==> src/fpba_pkg.sv <==
// Shared types and constants for the fit-policy block allocator.
// No dependencies; imported by every module of the block.
package fpba_pkg;

    localparam int NUM_BLOCKS_DEF = 16;
    localparam int SIZE_WIDTH_DEF = 16;

    localparam int FIELD_SIZE_W  = 16;
    localparam int FIELD_INDEX_W = 4;
    localparam int CFG_DATA_W    = 5;
    localparam int CFG_INDEX_W   = 1;

    localparam logic OP_LOAD    = 1'b0;
    localparam logic OP_REQUEST = 1'b1;

    localparam logic [1:0] MODE_FIRST = 2'd0;
    localparam logic [1:0] MODE_BEST  = 2'd1;
    localparam logic [1:0] MODE_NEXT  = 2'd2;
    localparam logic [1:0] MODE_WORST = 2'd3;

    localparam logic [CFG_INDEX_W-1:0] CFG_FIT_MODE      = 1'd0;
    localparam logic [CFG_INDEX_W-1:0] CFG_BLOCKS_IN_USE = 1'd1;

    typedef enum logic [1:0] {
        S_IDLE,
        S_SCAN,
        S_COMMIT
    } t_state;

    typedef struct packed {
        logic load;
        logic start;
        logic scan;
        logic commit;
    } t_dp_cmd;

    typedef struct packed {
        logic scan_done;
        logic out_free;
    } t_dp_sts;

endpackage

==> src/fpba_dp.sv <==
// Datapath: free-space table memory with valid bits, scan and select unit,
// configuration registers and result register. Depends on fpba_pkg.
module fpba_dp import fpba_pkg::*; #(
    parameter int NUM_BLOCKS = NUM_BLOCKS_DEF,
    parameter int SIZE_WIDTH = SIZE_WIDTH_DEF
) (
    input  logic                     i_clk,
    input  logic                     i_rst_n,
    input  t_dp_cmd                  i_cmd,
    output t_dp_sts                  o_sts,
    input  logic [FIELD_INDEX_W-1:0] i_block_index,
    input  logic [FIELD_SIZE_W-1:0]  i_amount,
    input  logic                     i_cfg_valid,
    input  logic [CFG_INDEX_W-1:0]   i_cfg_index,
    input  logic [CFG_DATA_W-1:0]    i_cfg_data,
    input  logic                     i_out_stall,
    output logic                     o_out_valid,
    output logic                     o_found,
    output logic [FIELD_INDEX_W-1:0] o_chosen_block,
    output logic [FIELD_SIZE_W-1:0]  o_space_left
);

    localparam int IDX_W = $clog2(NUM_BLOCKS);
    localparam int CNT_W = $clog2(NUM_BLOCKS + 1);

    logic [SIZE_WIDTH-1:0]    r_mem [NUM_BLOCKS];
    logic [NUM_BLOCKS-1:0]    r_vld;
    logic [1:0]               r_fit_mode;
    logic [CFG_DATA_W-1:0]    r_blocks;
    logic [IDX_W-1:0]         r_ptr;
    logic [SIZE_WIDTH-1:0]    r_amt;
    logic [IDX_W-1:0]         r_addr;
    logic [CNT_W-1:0]         r_left;
    logic [CNT_W-1:0]         r_count;
    logic                     r_rd_pend;
    logic [IDX_W-1:0]         r_rd_idx;
    logic [SIZE_WIDTH-1:0]    r_rd_data;
    logic                     r_rd_vld;
    logic                     r_hit;
    logic [IDX_W-1:0]         r_pick;
    logic [SIZE_WIDTH-1:0]    r_best;
    logic                     r_out_valid;
    logic                     r_out_found;
    logic [FIELD_INDEX_W-1:0] r_out_block;
    logic [FIELD_SIZE_W-1:0]  r_out_space;

    logic [CNT_W-1:0]      cnt_sat;
    logic [IDX_W-1:0]      start_pos;
    logic                  issue;
    logic [IDX_W-1:0]      addr_nxt;
    logic [SIZE_WIDTH-1:0] rd_val;
    logic                  take;
    logic [SIZE_WIDTH-1:0] remain;
    logic                  load_ok;
    logic                  wr_en;
    logic [IDX_W-1:0]      wr_addr;
    logic [SIZE_WIDTH-1:0] wr_data;

    always_comb begin
        cnt_sat   = (32'(r_blocks) > NUM_BLOCKS) ? CNT_W'(NUM_BLOCKS) : CNT_W'(r_blocks);
        start_pos = (r_fit_mode == MODE_NEXT && CNT_W'(r_ptr) < cnt_sat) ? r_ptr : '0;
        issue     = i_cmd.scan && (r_left != '0);
        addr_nxt  = (CNT_W'(r_addr) + CNT_W'(1) == r_count) ? '0 : r_addr + IDX_W'(1);
        rd_val    = r_rd_vld ? r_rd_data : '0;
        take      = (rd_val >= r_amt)
                    && (!r_hit
                        || (r_fit_mode == MODE_BEST && rd_val < r_best)
                        || (r_fit_mode == MODE_WORST && rd_val > r_best));
        remain    = r_best - r_amt;
        load_ok   = 32'(i_block_index) < NUM_BLOCKS;
        wr_en     = (i_cmd.load && load_ok) || (i_cmd.commit && r_hit);
        wr_addr   = i_cmd.load ? IDX_W'(i_block_index) : r_pick;
        wr_data   = i_cmd.load ? SIZE_WIDTH'(i_amount) : remain;
    end

    always_ff @(posedge i_clk) begin
        if (wr_en) begin
            r_mem[wr_addr] <= wr_data;
        end
        if (issue) begin
            r_rd_data <= r_mem[r_addr];
            r_rd_idx  <= r_addr;
        end
        if (i_cmd.start) begin
            r_amt   <= SIZE_WIDTH'(i_amount);
            r_count <= cnt_sat;
        end
        if (r_rd_pend && take) begin
            r_pick <= r_rd_idx;
            r_best <= rd_val;
        end
        if (i_cmd.commit) begin
            r_out_found <= r_hit;
            r_out_block <= r_hit ? FIELD_INDEX_W'(r_pick) : '0;
            r_out_space <= r_hit ? FIELD_SIZE_W'(remain) : '0;
        end
    end

    always_ff @(posedge i_clk) begin
        if (!i_rst_n) begin
            r_vld       <= '0;
            r_fit_mode  <= MODE_FIRST;
            r_blocks    <= CFG_DATA_W'(16);
            r_ptr       <= '0;
            r_addr      <= '0;
            r_left      <= '0;
            r_rd_pend   <= 1'b0;
            r_rd_vld    <= 1'b0;
            r_hit       <= 1'b0;
            r_out_valid <= 1'b0;
        end else begin
            if (wr_en) begin
                r_vld[wr_addr] <= 1'b1;
            end
            if (i_cfg_valid) begin
                case (i_cfg_index)
                    CFG_FIT_MODE:      r_fit_mode <= i_cfg_data[1:0];
                    CFG_BLOCKS_IN_USE: r_blocks   <= i_cfg_data;
                    default: ;
                endcase
            end
            if (i_cmd.load) begin
                r_ptr <= '0;
            end else if (i_cmd.commit && r_hit && r_fit_mode == MODE_NEXT) begin
                r_ptr <= r_pick;
            end
            if (i_cmd.start) begin
                r_addr <= start_pos;
                r_left <= cnt_sat;
                r_hit  <= 1'b0;
            end else if (issue) begin
                r_addr <= addr_nxt;
                r_left <= r_left - CNT_W'(1);
            end
            if (issue) begin
                r_rd_vld <= r_vld[r_addr];
            end
            r_rd_pend <= issue;
            if (r_rd_pend && take) begin
                r_hit <= 1'b1;
            end
            if (i_cmd.commit) begin
                r_out_valid <= 1'b1;
            end else if (!i_out_stall) begin
                r_out_valid <= 1'b0;
            end
        end
    end

    assign o_sts.scan_done = (r_left == '0) && !r_rd_pend;
    assign o_sts.out_free  = !r_out_valid || !i_out_stall;
    assign o_out_valid     = r_out_valid;
    assign o_found         = r_out_found;
    assign o_chosen_block  = r_out_block;
    assign o_space_left    = r_out_space;

endmodule

==> src/fpba_ctrl.sv <==
// Controller: sequences load, scan and commit of each item.
// Depends on fpba_pkg; drives the datapath through t_dp_cmd.
module fpba_ctrl import fpba_pkg::*; (
    input  logic    i_clk,
    input  logic    i_rst_n,
    input  logic    i_in_valid,
    input  logic    i_op,
    input  t_dp_sts i_sts,
    output logic    o_in_stall,
    output t_dp_cmd o_cmd
);

    t_state r_state;
    t_state n_state;

    always_ff @(posedge i_clk) begin
        if (!i_rst_n) begin
            r_state <= S_IDLE;
        end else begin
            r_state <= n_state;
        end
    end

    always_comb begin
        n_state = r_state;
        case (r_state)
            S_IDLE: begin
                if (i_in_valid && i_op == OP_REQUEST) begin
                    n_state = S_SCAN;
                end
            end
            S_SCAN: begin
                if (i_sts.scan_done) begin
                    n_state = S_COMMIT;
                end
            end
            S_COMMIT: begin
                if (i_sts.out_free) begin
                    n_state = S_IDLE;
                end
            end
            default: n_state = S_IDLE;
        endcase
    end

    always_comb begin
        o_cmd      = '0;
        o_in_stall = 1'b1;
        case (r_state)
            S_IDLE: begin
                o_in_stall  = 1'b0;
                o_cmd.load  = i_in_valid && i_op == OP_LOAD;
                o_cmd.start = i_in_valid && i_op == OP_REQUEST;
            end
            S_SCAN: begin
                o_cmd.scan = 1'b1;
            end
            S_COMMIT: begin
                o_cmd.commit = i_sts.out_free;
            end
            default: ;
        endcase
    end

endmodule

==> src/fit_policy_block_allocator.sv <==
// A load beat writes one free-space entry and returns the next-fit pointer to
// zero. After a request beat the input stalls while blocks_in_use entries
// (saturated at NUM_BLOCKS) are searched and the pick is committed, so a new
// request is taken only after the previous one commits: the table sits in a
// one-port memory with registered read data, read once per searched entry, then
// the last compare finishes, the scan is seen done, and the pick is committed
// and the result register loaded. The commit waits while the previous result
// is still stalled at the output. A new beat is taken while a result still
// waits at the output. After reset every entry reads as zero.
module fit_policy_block_allocator import fpba_pkg::*; #(
    parameter int NUM_BLOCKS = NUM_BLOCKS_DEF,
    parameter int SIZE_WIDTH = SIZE_WIDTH_DEF
) (
    input  logic                     i_clk,
    input  logic                     i_rst_n,
    input  logic                     i_in_valid,
    output logic                     o_in_stall,
    input  logic                     i_op,
    input  logic [FIELD_INDEX_W-1:0] i_block_index,
    input  logic [FIELD_SIZE_W-1:0]  i_amount,
    output logic                     o_out_valid,
    input  logic                     i_out_stall,
    output logic                     o_found,
    output logic [FIELD_INDEX_W-1:0] o_chosen_block,
    output logic [FIELD_SIZE_W-1:0]  o_space_left,
    input  logic                     i_cfg_valid,
    output logic                     o_cfg_ready,
    input  logic [CFG_INDEX_W-1:0]   i_cfg_index,
    input  logic [CFG_DATA_W-1:0]    i_cfg_data
);

    t_dp_cmd cmd;
    t_dp_sts sts;

    assign o_cfg_ready = 1'b1;

    fpba_ctrl u_ctrl (
        .i_clk      (i_clk),
        .i_rst_n    (i_rst_n),
        .i_in_valid (i_in_valid),
        .i_op       (i_op),
        .i_sts      (sts),
        .o_in_stall (o_in_stall),
        .o_cmd      (cmd)
    );

    fpba_dp #(
        .NUM_BLOCKS (NUM_BLOCKS),
        .SIZE_WIDTH (SIZE_WIDTH)
    ) u_dp (
        .i_clk          (i_clk),
        .i_rst_n        (i_rst_n),
        .i_cmd          (cmd),
        .o_sts          (sts),
        .i_block_index  (i_block_index),
        .i_amount       (i_amount),
        .i_cfg_valid    (i_cfg_valid),
        .i_cfg_index    (i_cfg_index),
        .i_cfg_data     (i_cfg_data),
        .i_out_stall    (i_out_stall),
        .o_out_valid    (o_out_valid),
        .o_found        (o_found),
        .o_chosen_block (o_chosen_block),
        .o_space_left   (o_space_left)
    );

endmodule

==> config.mk <==
export PLATFORM = sky130hd
export DESIGN_NAME = fit_policy_block_allocator
export DESIGN_NICKNAME = d
export VERILOG_FILES = /design/src/fpba_pkg.sv /design/src/fpba_dp.sv /design/src/fpba_ctrl.sv /design/src/fit_policy_block_allocator.sv
export SDC_FILE = /design/constraint.sdc
export NUM_CORES = 1
export LEC_CHECK = 0
export BUFFER_PORTS_ARGS = -buffer_cell sky130_fd_sc_hd__buf_2
export CAP_MARGIN = 30
export CORE_AREA = 2 2 175 177
export CTS_CLUSTER_DIAMETER = 30
export DETAILED_ROUTE_END_ITERATION = 10
export DIE_AREA = 0 0 177 179
export PLACE_DENSITY = 0.74
export SYNTH_ARGS = -nofsm -noshare
export SYNTH_HDL_FRONTEND = slang
export SYNTH_SLANG_ARGS = --single-unit
==> constraint.sdc <==
create_clock -name i_clk -period 3.3 [get_ports i_clk]
set_input_delay 0.33 -clock i_clk [delete_from_list [all_inputs] [get_ports i_clk]]
set_output_delay 0.33 -clock i_clk [all_outputs]
set_load 0.02 [all_outputs]
* Yosys cells after proc, flatten, opt, wreduce, memory -nomap -nowiden *
Memories as Yosys holds them, arrays and structs flattened. A register that Yosys moved wholly into a read port is not among the register bits.
Index checks and enable logic that the tools add are counted.

word-level totals
  register bits after elaboration = 108
  latch bits = 0
  RAM bits = 256
  ROM bits = 0
  output and inout port bits = 24
  logic and storage cells = 103
  memories = 1

cells by class
  add/subtract/negate cells = 4
  multipliers = 0
  divide/modulo/power cells = 0
  order comparisons = 8
  equal/unequal tests = 10
  shifts and indexed selects = 0
  multiplexer cells = 28
  bitwise logic cells = 4
  reductions and logical operators = 29

memories
  name        depth  width  read ports  clocked after Yosys merged registers in  wr ports  line           text
  u_dp.r_mem  16     16     1           1                                        1         fpba_dp.sv:26  logic [SIZE_WIDTH-1:0] r_mem [NUM_BLOCKS];

operators by type and width
  operator                                                    count
  2-to-1 mux 16 bit                                           2
  2-to-1 mux 4 bit                                            5
  >= comparator 16 bit                                        1
  greater-than comparator 16 bit                              1
  less-than comparator 16 bit                                 1
  OR 16 bit                                                   1
  subtractor 16 bit                                           1
  2-to-1 mux 5 bit                                            3
  logical AND 1 bit                                           12
  2-to-1 mux 1 bit                                            11
  less-than comparator 4 x 5 -> 1 bit, second input constant  2
  2-to-1 mux 2 bit                                            4
  == test 2 bit, second input constant                        3
  != test 2 x 1 -> 1 bit, second input constant               3
  one-hot mux 2 bit (3 select lines)                          1
  adder 4 x 1 -> 5 bit, second input constant                 1
  == test 5 bit                                               1
  greater-than comparator 5 bit, second input constant        1
  zero test 5 bit                                             1
  less-than comparator 4 x 5 -> 1 bit                         1
  nonzero test 5 bit                                          1
  subtractor 5 x 1 -> 5 bit, second input constant            1
  adder 4 x 1 -> 4 bit, second input constant                 1
  binary-select mux 1 bit (select 4 bit)                      1
  12 further kinds                                            23

* Longest topological paths before layout *
Gate-level depths: netlist of run 1.

  depth in word-level cells = 9
  gate-level depth with buffers = 10
  depth with buffers taken out = 9

* Cells and area by module *
From an unflattened synthesis of run 1, not the netlist that was laid out.

second synthesis, totals
  cell total of the unflattened synthesis = 967
  area, all modules = 16114.2 µm²

by module, submodules not included
  module                      times used  cells an instance  area an instance (µm²)  sequential area each (µm²)
  fpba_dp                     1           950                15964.1                 10950.5
  fpba_ctrl                   1           15                 138.9                   40.0
  fit_policy_block_allocator  1           2                  11.3                    0.0

* Worst setup path before layout of run 1 *
Ideal clock, no wire load.

  kind = reg-to-reg
  start point = reg u_dp.r_rd_vld
  end point = reg u_dp.r_best[0] (enable)
  library setup time = 0.378 ns
  arrival time = 2.940 ns
  required time = 2.922 ns
  slack = -0.017 ns
  stages on the path, launching flop included = 11
  path buffers = 2
  period minus slack after synthesis = 3.317 ns
  cells stage by stage = dfxtp_1 -> buf_2 -> clkbuf_1 -> and2_1 -> ha_1 -> a21o_1 -> a221o_1 -> a221o_1 -> a2111o_1 -> o311ai_1 -> o21a_1

between the ends
  cells in the longest elaborated chain, start to end = 7

ends and longest elaborated chain
  element                      line            text
  start: declaration           fpba_dp.sv:38   logic r_rd_vld;
  start signal: assignment     fpba_dp.sv:136  r_rd_vld <= r_vld[r_addr];
  2-to-1 mux 16 bit *          fpba_dp.sv:64   rd_val = r_rd_vld ? r_rd_data : '0;
  net u_dp.rd_val[9]           fpba_dp.sv:51   logic [SIZE_WIDTH-1:0] rd_val;
  less-than comparator 16 bit  fpba_dp.sv:67   || (r_fit_mode == MODE_BEST && rd_val < r_best)
  logical AND 1 bit            fpba_dp.sv:67
  logical OR 1 bit             fpba_dp.sv:67
  logical OR 1 bit             fpba_dp.sv:68   || (r_fit_mode == MODE_WORST && rd_val > r_best));
  logical AND 1 bit *          fpba_dp.sv:66   && (!r_hit
  logical AND 1 bit *          fpba_dp.sv:88   if (r_rd_pend && take) begin
  end signal: assignment       fpba_dp.sv:90   r_best <= rd_val;
  end: declaration             fpba_dp.sv:41   logic [SIZE_WIDTH-1:0] r_best;

Mark *: on every way through the listed nets, which the timed path passes. The rest lies on a longest branch.
A chain may end at the register's enable or synchronous reset.

* Worst setup path in the final report of run 1 *
  start point = reg u_dp.r_rd_vld
  end point = reg u_dp.r_best[12] (enable)

Same word-level chain as after synthesis.

==> flow_summary_export.csv, run 1 <==
group,metric,value,unit
run_status,run_status,"complete, no violations",
power_and_ir_drop,p_int,9.99,mW
power_and_ir_drop,p_switching,2.96,mW
cells_and_area,drive_gt1_share,27.6,%
clocking,cts_root_buffer,"clkbuf_16",
drt,wl_per_cell,24.5,um
sta,tns,0,ps
power_and_ir_drop,ir_drop,393,uV
grt,grt_use_met2,43.6,%
grt,busiest_layer,"met2",
critical_path,crit_fanout,20,
sta,worst-slew-pin-transition,1000,ps
floorplanning,ioPinCount,56,
cells_and_area,layout_common_cells,"338 x edfxtp_1, 85 x mux4_2, 67 x clkbuf_16",
clocking,tritoncts,"yes",
drt,drt-total-wl,38600,um
floorplanning,core,0.0300,mm2
grt,grt_pass1_wl,58100,um
cells_and_area,nFillCells,2001,
cells_and_area,fin_nets,1211,
sta,relSlewSlack,33.1,%
power_and_ir_drop,seqPwrFrac,41.9,%
drt,via_per_inst,6.04,
power_and_ir_drop,clkPwrFrac,52.0,%
place,port_buffers,54,
cells_and_area,final_common_cell,"edfxtp_1",
place,gp_congestion,0.876,
sta,fmax,339,MHz
power_and_ir_drop,power_leakage,7.00,nW
sta,setup_slack,351,ps
critical_path,cp.arrival,3190,ps
drt,postRouteAntennaNets,0,
critical_path,worstSetupPathType,"flip-flop to flip-flop",
floorplanning,fp-row-count,64,
grt,grt_max_degree,73,
sta,setup_viol,0,
power_and_ir_drop,powerDensity,660,mW/mm2
critical_path,path_delay_family,"compound AO/OA/AOI/OAI gates",
synthesis,syn-instance-count,982,
worst_hold_path,hp-class,"primary input to flip-flop",
grt,met1_usage,32.4,%
critical_path,crit_path_max_incr_delay,430,ps
floorplanning,die-area,0.0317,mm2
critical_path,cp.required,3540,ps
clocking,htreeDepth,3,
synthesis,synth_area_per_cell,16.5,um2
critical_path,cp_slowest_cell,"dfxtp_1",
grt,grt_pass1_vias,9614,
synthesis,dominantRegCellSynth,"edfxtp_1",
floorplanning,start_util,53.9,%
clocking,clk_latency,570,ps
power_and_ir_drop,power.share.combinational,6.1,%
clocking,cts_setup_buffers,0,
synthesis,synth_area,0.0162,mm2
drt,num_vias,9522,
job,drv_cap,0,
drt,drc,0,
sta,finClkSkew,31.4,ps
synthesis,syn_nets,1065,
sta,timing_hold_violations_final,0,
place,place_ws,357,ps
sta,min_period_over_period,89.4,%
synthesis,synth_seq_area_share,67.9,%
synthesis,synth_edf_count,338,
floorplanning,die_height,179,um
synthesis,ys_async_sr_fraction,0,%
synthesis,yosys_warnings,0,
cells_and_area,areaGrowthSynthToFinish,21.2,%
critical_path,cp_cell_sequence,"buf_4, and2_1, ha_1, and4b_1, o21a_1, a211o_2, a2111o_1, o311ai_1, o21a_2, buf_12",
synthesis,synth_seq_cells,380,
synthesis,yosysUniqueCellTypes,67,
power_and_ir_drop,netSwitchingFraction,22.9,%
floorplanning,die_width,177,um
critical_path,critPathLaunchType,"flip-flop",
clocking,numClockSinks,380,
clocking,cts_buffer_depth,3,
grt,antenna_found_initial,0,
clocking,clkTransAtPathRegs,50,ps
cells_and_area,antenna_cells,0,
grt,grt_util_met3,5.30,%
drt,drtIter0Drc,855,
place,dp_hpwl,22200,um
sta,maxSlewViolCount,0,
critical_path,cp_num_buf_inv,2,
sta,rsz0062_at_grt,"false",
sta,min_period,2950,ps
drt,drt_first_pass_iters,5,
clocking,numCtsBuffers,66,
grt,grt.overflow.total,0,
critical_path,end_kind,"flip-flop",
grt,grtUsageTotal,25.3,%
cell families (layout without fill, tap and decap cells):
family,count (synthesis),count (layout),share of synthesized area (%)
other cells,1,1,0.0232
mux,90,90,12.1
flops,380,380,67.9
xor+xnor,16,16,0.865
buf+inv,86,285,2.34
fa+ha+maj,51,51,3.99
simple gates,196,196,6.10
compound gates,162,162,6.67
state kept, by name, indices dropped and copies added, names as in the netlist, 2 cells and up:
register and cells:
u_dp.r_blocks 5, u_dp.r_best 16, u_dp.r_amt 16, u_dp.o_chosen_block 4, u_dp.r_count 5, u_dp.r_ptr 4, u_dp.r_fit_mode 2, u_dp.r_mem 256
u_dp.r_rd_idx 4, u_ctrl.r_state 2, u_dp.r_addr 4, u_dp.r_pick 4, u_dp.r_vld 16, u_dp.o_space_left 16, u_dp.r_left 5, u_dp.r_rd_data 16
synth_stat cells (3+ instances only):
library cell	count	area share, %
o21ai_0	30	0.93
a21oi_1	40	1.2
mux2i_1	4	0.25
buf_2	9	0.28
nand2b_1	11	0.42
inv_1	49	1.1
and3_1	8	0.31
nor2_1	50	1.2
a221o_1	3	0.19
nor3b_1	3	0.14
nor3_1	11	0.34
clkbuf_1	20	0.46
buf_6	4	0.28
mux4_2	85	12
dfxtp_1	42	5.2
edfxtp_1	338	63
o211ai_1	6	0.28
and2_1	24	0.93
nor2b_1	10	0.39
xor2_1	6	0.32
nand3_1	14	0.43
a21o_1	8	0.37
nand4_1	3	0.12
o31ai_1	5	0.23
a211oi_1	3	0.14
o21a_1	25	1.2
a21boi_0	8	0.37
ha_1	50	3.9
a31oi_1	7	0.27
nand2_1	49	1.1
xnor2_1	10	0.54
per-stage QoR:
stage	hold slack, ps	util, %	instances	power [mW]	instance area (um2)
2_1_floorplan	400	-	982	6.01	16200
3_3_place_gp	401	57.3	1439	6.25	17200
3_5_place_dp	405	57.4	1440	6.27	17200
4_1_cts	7.01	65.3	1577	13.0	19600
5_1_grt	27.5	65.3	1577	13.3	19600
6_report	27.7	65.3	1577	12.9	19600
what timing repair did:
action                    in CTS  in global routing
hold endpoints to repair      16                  0
gates resized for setup        0                  0
hold buffers                  16                  0
power by group through the flow:
| stage | Clock [mW] | Sequential [mW] | Combinational [mW] |
|---|---|---|---|
| after global placement | 0 | 5.51 | 0.743 |
| after floorplan | 0 | 5.49 | 0.520 |
| after global routing | 7.04 | 5.42 | 0.855 |
| after detailed placement | 0 | 5.51 | 0.762 |
| final | 6.74 | 5.42 | 0.794 |
| after CTS | 6.81 | 5.42 | 0.794 |
cell type report:
cell class / count / area (um2) / area share [%]
flip-flops and latches: 380 / 11000 / 56.0
repair buffers: 115 / 838 / 4.27
inverters: 49 / 184 / 0.937
well taps: 396 / 495 / 2.53
clock buffers: 71 / 1690 / 8.62
clock inverters: 50 / 538 / 2.74
multi-input cells: 516 / 4880 / 24.9
path summary, 6_finish.rpt:
path               startpoint          endpoint  slack [ps]  cells after the start
max             u_dp.r_rd_vld   u_dp.r_best[12]         350                     10
min             i_cfg_data[4]  u_dp.r_blocks[4]          30                      3
max reg2reg     u_dp.r_rd_vld   u_dp.r_best[12]         350                     10
min reg2reg  u_dp.r_rd_idx[3]    u_dp.r_pick[3]         410                      0
metal layers:
layer  routed length, um  up-vias
met4                 720        0
met1               15400     4821
met5                   0        -
li1                    -     4178
met3                2790       73
met2               19700      450
worst min-delay path: stages:
cell and delay [ps]:
buf_2 80, nand3_1 60, nand3_1 80
Power figures use the tool's default switching activity.
==> inputs of run 2 (changes only) <==
- CORE_AREA: 2 2 175 177 -> 2 2 177 179
- DIE_AREA: 0 0 177 179 -> 0 0 179 181
- PLACE_DENSITY: 0.74 -> 0.73
==> flow_summary_export.csv, run 2 (synthesis gave the netlist of run 1 again) <==
group,metric,value,unit
sta,rsz0062_at_grt,"false",
power_and_ir_drop,ir_drop,392,uV
cells_and_area,drive_gt1_share,27.8,%
cells_and_area,multi_input_area,0.00488,mm2
floorplanning,die_width,179,um
floorplanning,core,0.0303,mm2
floorplanning,die_height,181,um
cells_and_area,largest_reg_flops,256,
power_and_ir_drop,power_leakage,7.10,nW
place,dpl_cell_area,0.0173,mm2
cells_and_area,seqCellArea,0.0110,mm2
place,gp_congestion,0.875,
sta,setup_viol,0,
grt,grtUsageTotal,24.5,%
place,place_ws,320,ps
clocking,cts_root_buffer,"clkbuf_16",
sta,fmax,329,MHz
power_and_ir_drop,power.share.combinational,6.0,%
clocking,clkTransAtPathRegs,50,ps
sta,setup_slack,265,ps
worst_hold_path,holdPathEnd,"u_dp.r_blocks[0]",
drt,drc,0,
critical_path,reg2reg_from,"u_dp.r_rd_vld",
floorplanning,start_util,53.4,%
floorplanning,die-area,0.0324,mm2
sta,timing_hold_violations_final,0,
clocking,numCtsBuffers,71,
power_and_ir_drop,netSwitchingFraction,22.8,%
cells_and_area,fin_nets,1221,
sta,relSlewSlack,48.4,%
drt,via_per_inst,5.96,
cells_and_area,stdcell_area,0.0198,mm2
drt,postRouteAntennaNets,0,
power_and_ir_drop,p_switching,3.04,mW
power_and_ir_drop,p_int,10.3,mW
power_and_ir_drop,powerDensity,672,mW/mm2
drt,wl_per_cell,24.2,um
clocking,numClockSinks,380,
critical_path,worst_r2r_path_depth,10,
critical_path,end_kind,"flip-flop",
grt,grt_pass1_vias,9803,
worst_hold_path,hp-class,"primary input to flip-flop",
critical_path,rr_endpoint,"u_dp.r_best[12]",
cells_and_area,layout_common_cells,"338 x edfxtp_1, 85 x mux4_2, 71 x clkbuf_16",
floorplanning,fp-row-count,64,
critical_path,cp.arrival,3300,ps
worst_hold_path,holdPathStages,3,
critical_path,critPathLaunchType,"flip-flop",
cells_and_area,top_register,"u_dp.r_mem",
job,drv_cap,0,
grt,grt_max_degree,43,
sta,maxSlewViolCount,0,
drt,drt-total-wl,38500,um
cells_and_area,final_common_cell,"edfxtp_1",
cells_and_area,nFillCells,2025,
grt,antenna_found_initial,0,
run_status,run_status,"complete, no violations",
floorplanning,ioPinCount,56,
sta,min_period,3040,ps
clocking,cts_buffer_depth,3,
grt,grt.overflow.total,0,
clocking,clk_latency,570,ps
place,port_buffers,54,
sta,min_period_over_period,92.0,%
power_and_ir_drop,clkPwrFrac,53.3,%
cells_and_area,areaGrowthSynthToFinish,22.5,%
sta,worst-slew-pin-transition,773,ps
cells_and_area,final_core_util,65.4,%
cells_and_area,antenna_cells,0,
grt,grt_pass1_wl,58400,um
critical_path,worstSetupPathType,"flip-flop to flip-flop",
critical_path,crit_fanout,20,
critical_path,ff2ff_setup_slack,260,ps
drt,num_vias,9481,
drt,drt_first_pass_iters,5,
clocking,htreeDepth,3,
power_and_ir_drop,seqPwrFrac,40.7,%
clocking,tritoncts,"yes",
critical_path,cp.required,3570,ps
sta,finClkSkew,12.6,ps
worst_hold_path,hold_start,"i_cfg_data[0]",
place,dp_hpwl,23100,um
sta,tns,0,ps
drt,drtIter0Drc,731,
## run 2: cell types whose count changed in the layout (fill, tap and decap cells not counted)
cell	delta
clkinv_16	+3
clkinv_2	+3
inv_6	-6
clkinv_8	+1
buf_12	+1
dlygate4sd3_1	+1
clkbuf_1	+7
clkinv_4	-4
inv_16	-1
buf_4	+3
clkbuf_16	+4
clkbuf_8	+3
buf_8	+1
buf_16	-1
## run 2: critical path: stages (launching register included)
cell,delay [ps]
dfxtp_1,420
buf_4,230
and2_1,220
ha_1,280
and4_2,270
o21a_1,110
a211o_2,320
a2111o_1,410
o311ai_1,90
o21a_2,210
buf_12,170
## run 2: layer usage
layer / share of wire [%] / global-route usage, %
met1: 42 / 33.8
met2: 50 / 39.8
met3: 6.8 / 4.92
met4: 1.8 / 7.19
met5: 0 / 0
## run 2: how the worst max path moves through the flow
stage / startpoint / depth (start not counted) / slack (ps) / to
floorplan: u_dp.r_rd_vld / 10 / 180 / u_dp.r_best[0]
global placement: u_dp.r_best[3] / 7 / 270 / u_dp.r_mem[11][13]
detailed placement: u_dp.r_rd_vld / 10 / 320 / u_dp.r_best[15]
CTS: u_dp.r_rd_vld / 10 / 260 / u_dp.r_pick[2]
global route: u_dp.r_rd_vld / 10 / 110 / u_dp.r_best[10]
finish: u_dp.r_rd_vld / 10 / 260 / u_dp.r_best[12]
## run 2: per-stage QoR
step / instances / total power [mW] / hold WS (ps)
final: 1592 / 13.3 / 41.4
after global routing: 1592 / 13.7 / 39.5
after CTS: 1592 / 13.4 / 25.6
after detailed placement: 1444 / 6.29 / 405
after global placement: 1442 / 6.26 / 401
after floorplan: 982 / 6.01 / 400
## run 2: cell type report
type | count | share of cell area [%]
Sequential cell | 380 | 55.4
Multi-Input combinational cell | 516 | 24.6
Clock buffer | 85 | 9.37
Timing Repair Buffer | 120 | 4.43
Clock inverter | 46 | 2.78
Tap cell | 396 | 2.50
Inverter | 49 | 0.927
## run 2: power groups by stage
stage | registers (mW) | logic [mW] | clock network (mW)
after global routing | 5.43 | 0.863 | 7.43
after CTS | 5.43 | 0.805 | 7.20
after global placement | 5.51 | 0.749 | 0
final | 5.43 | 0.801 | 7.11
after floorplan | 5.49 | 0.520 | 0
after detailed placement | 5.52 | 0.774 | 0
## run 2: repair_timing
action,in CTS,in global routing
endpoints found under the setup margin,0,0
setup buffers,0,0
hold endpoints to repair,17,0
hold buffers,17,0
gates resized for setup,0,0
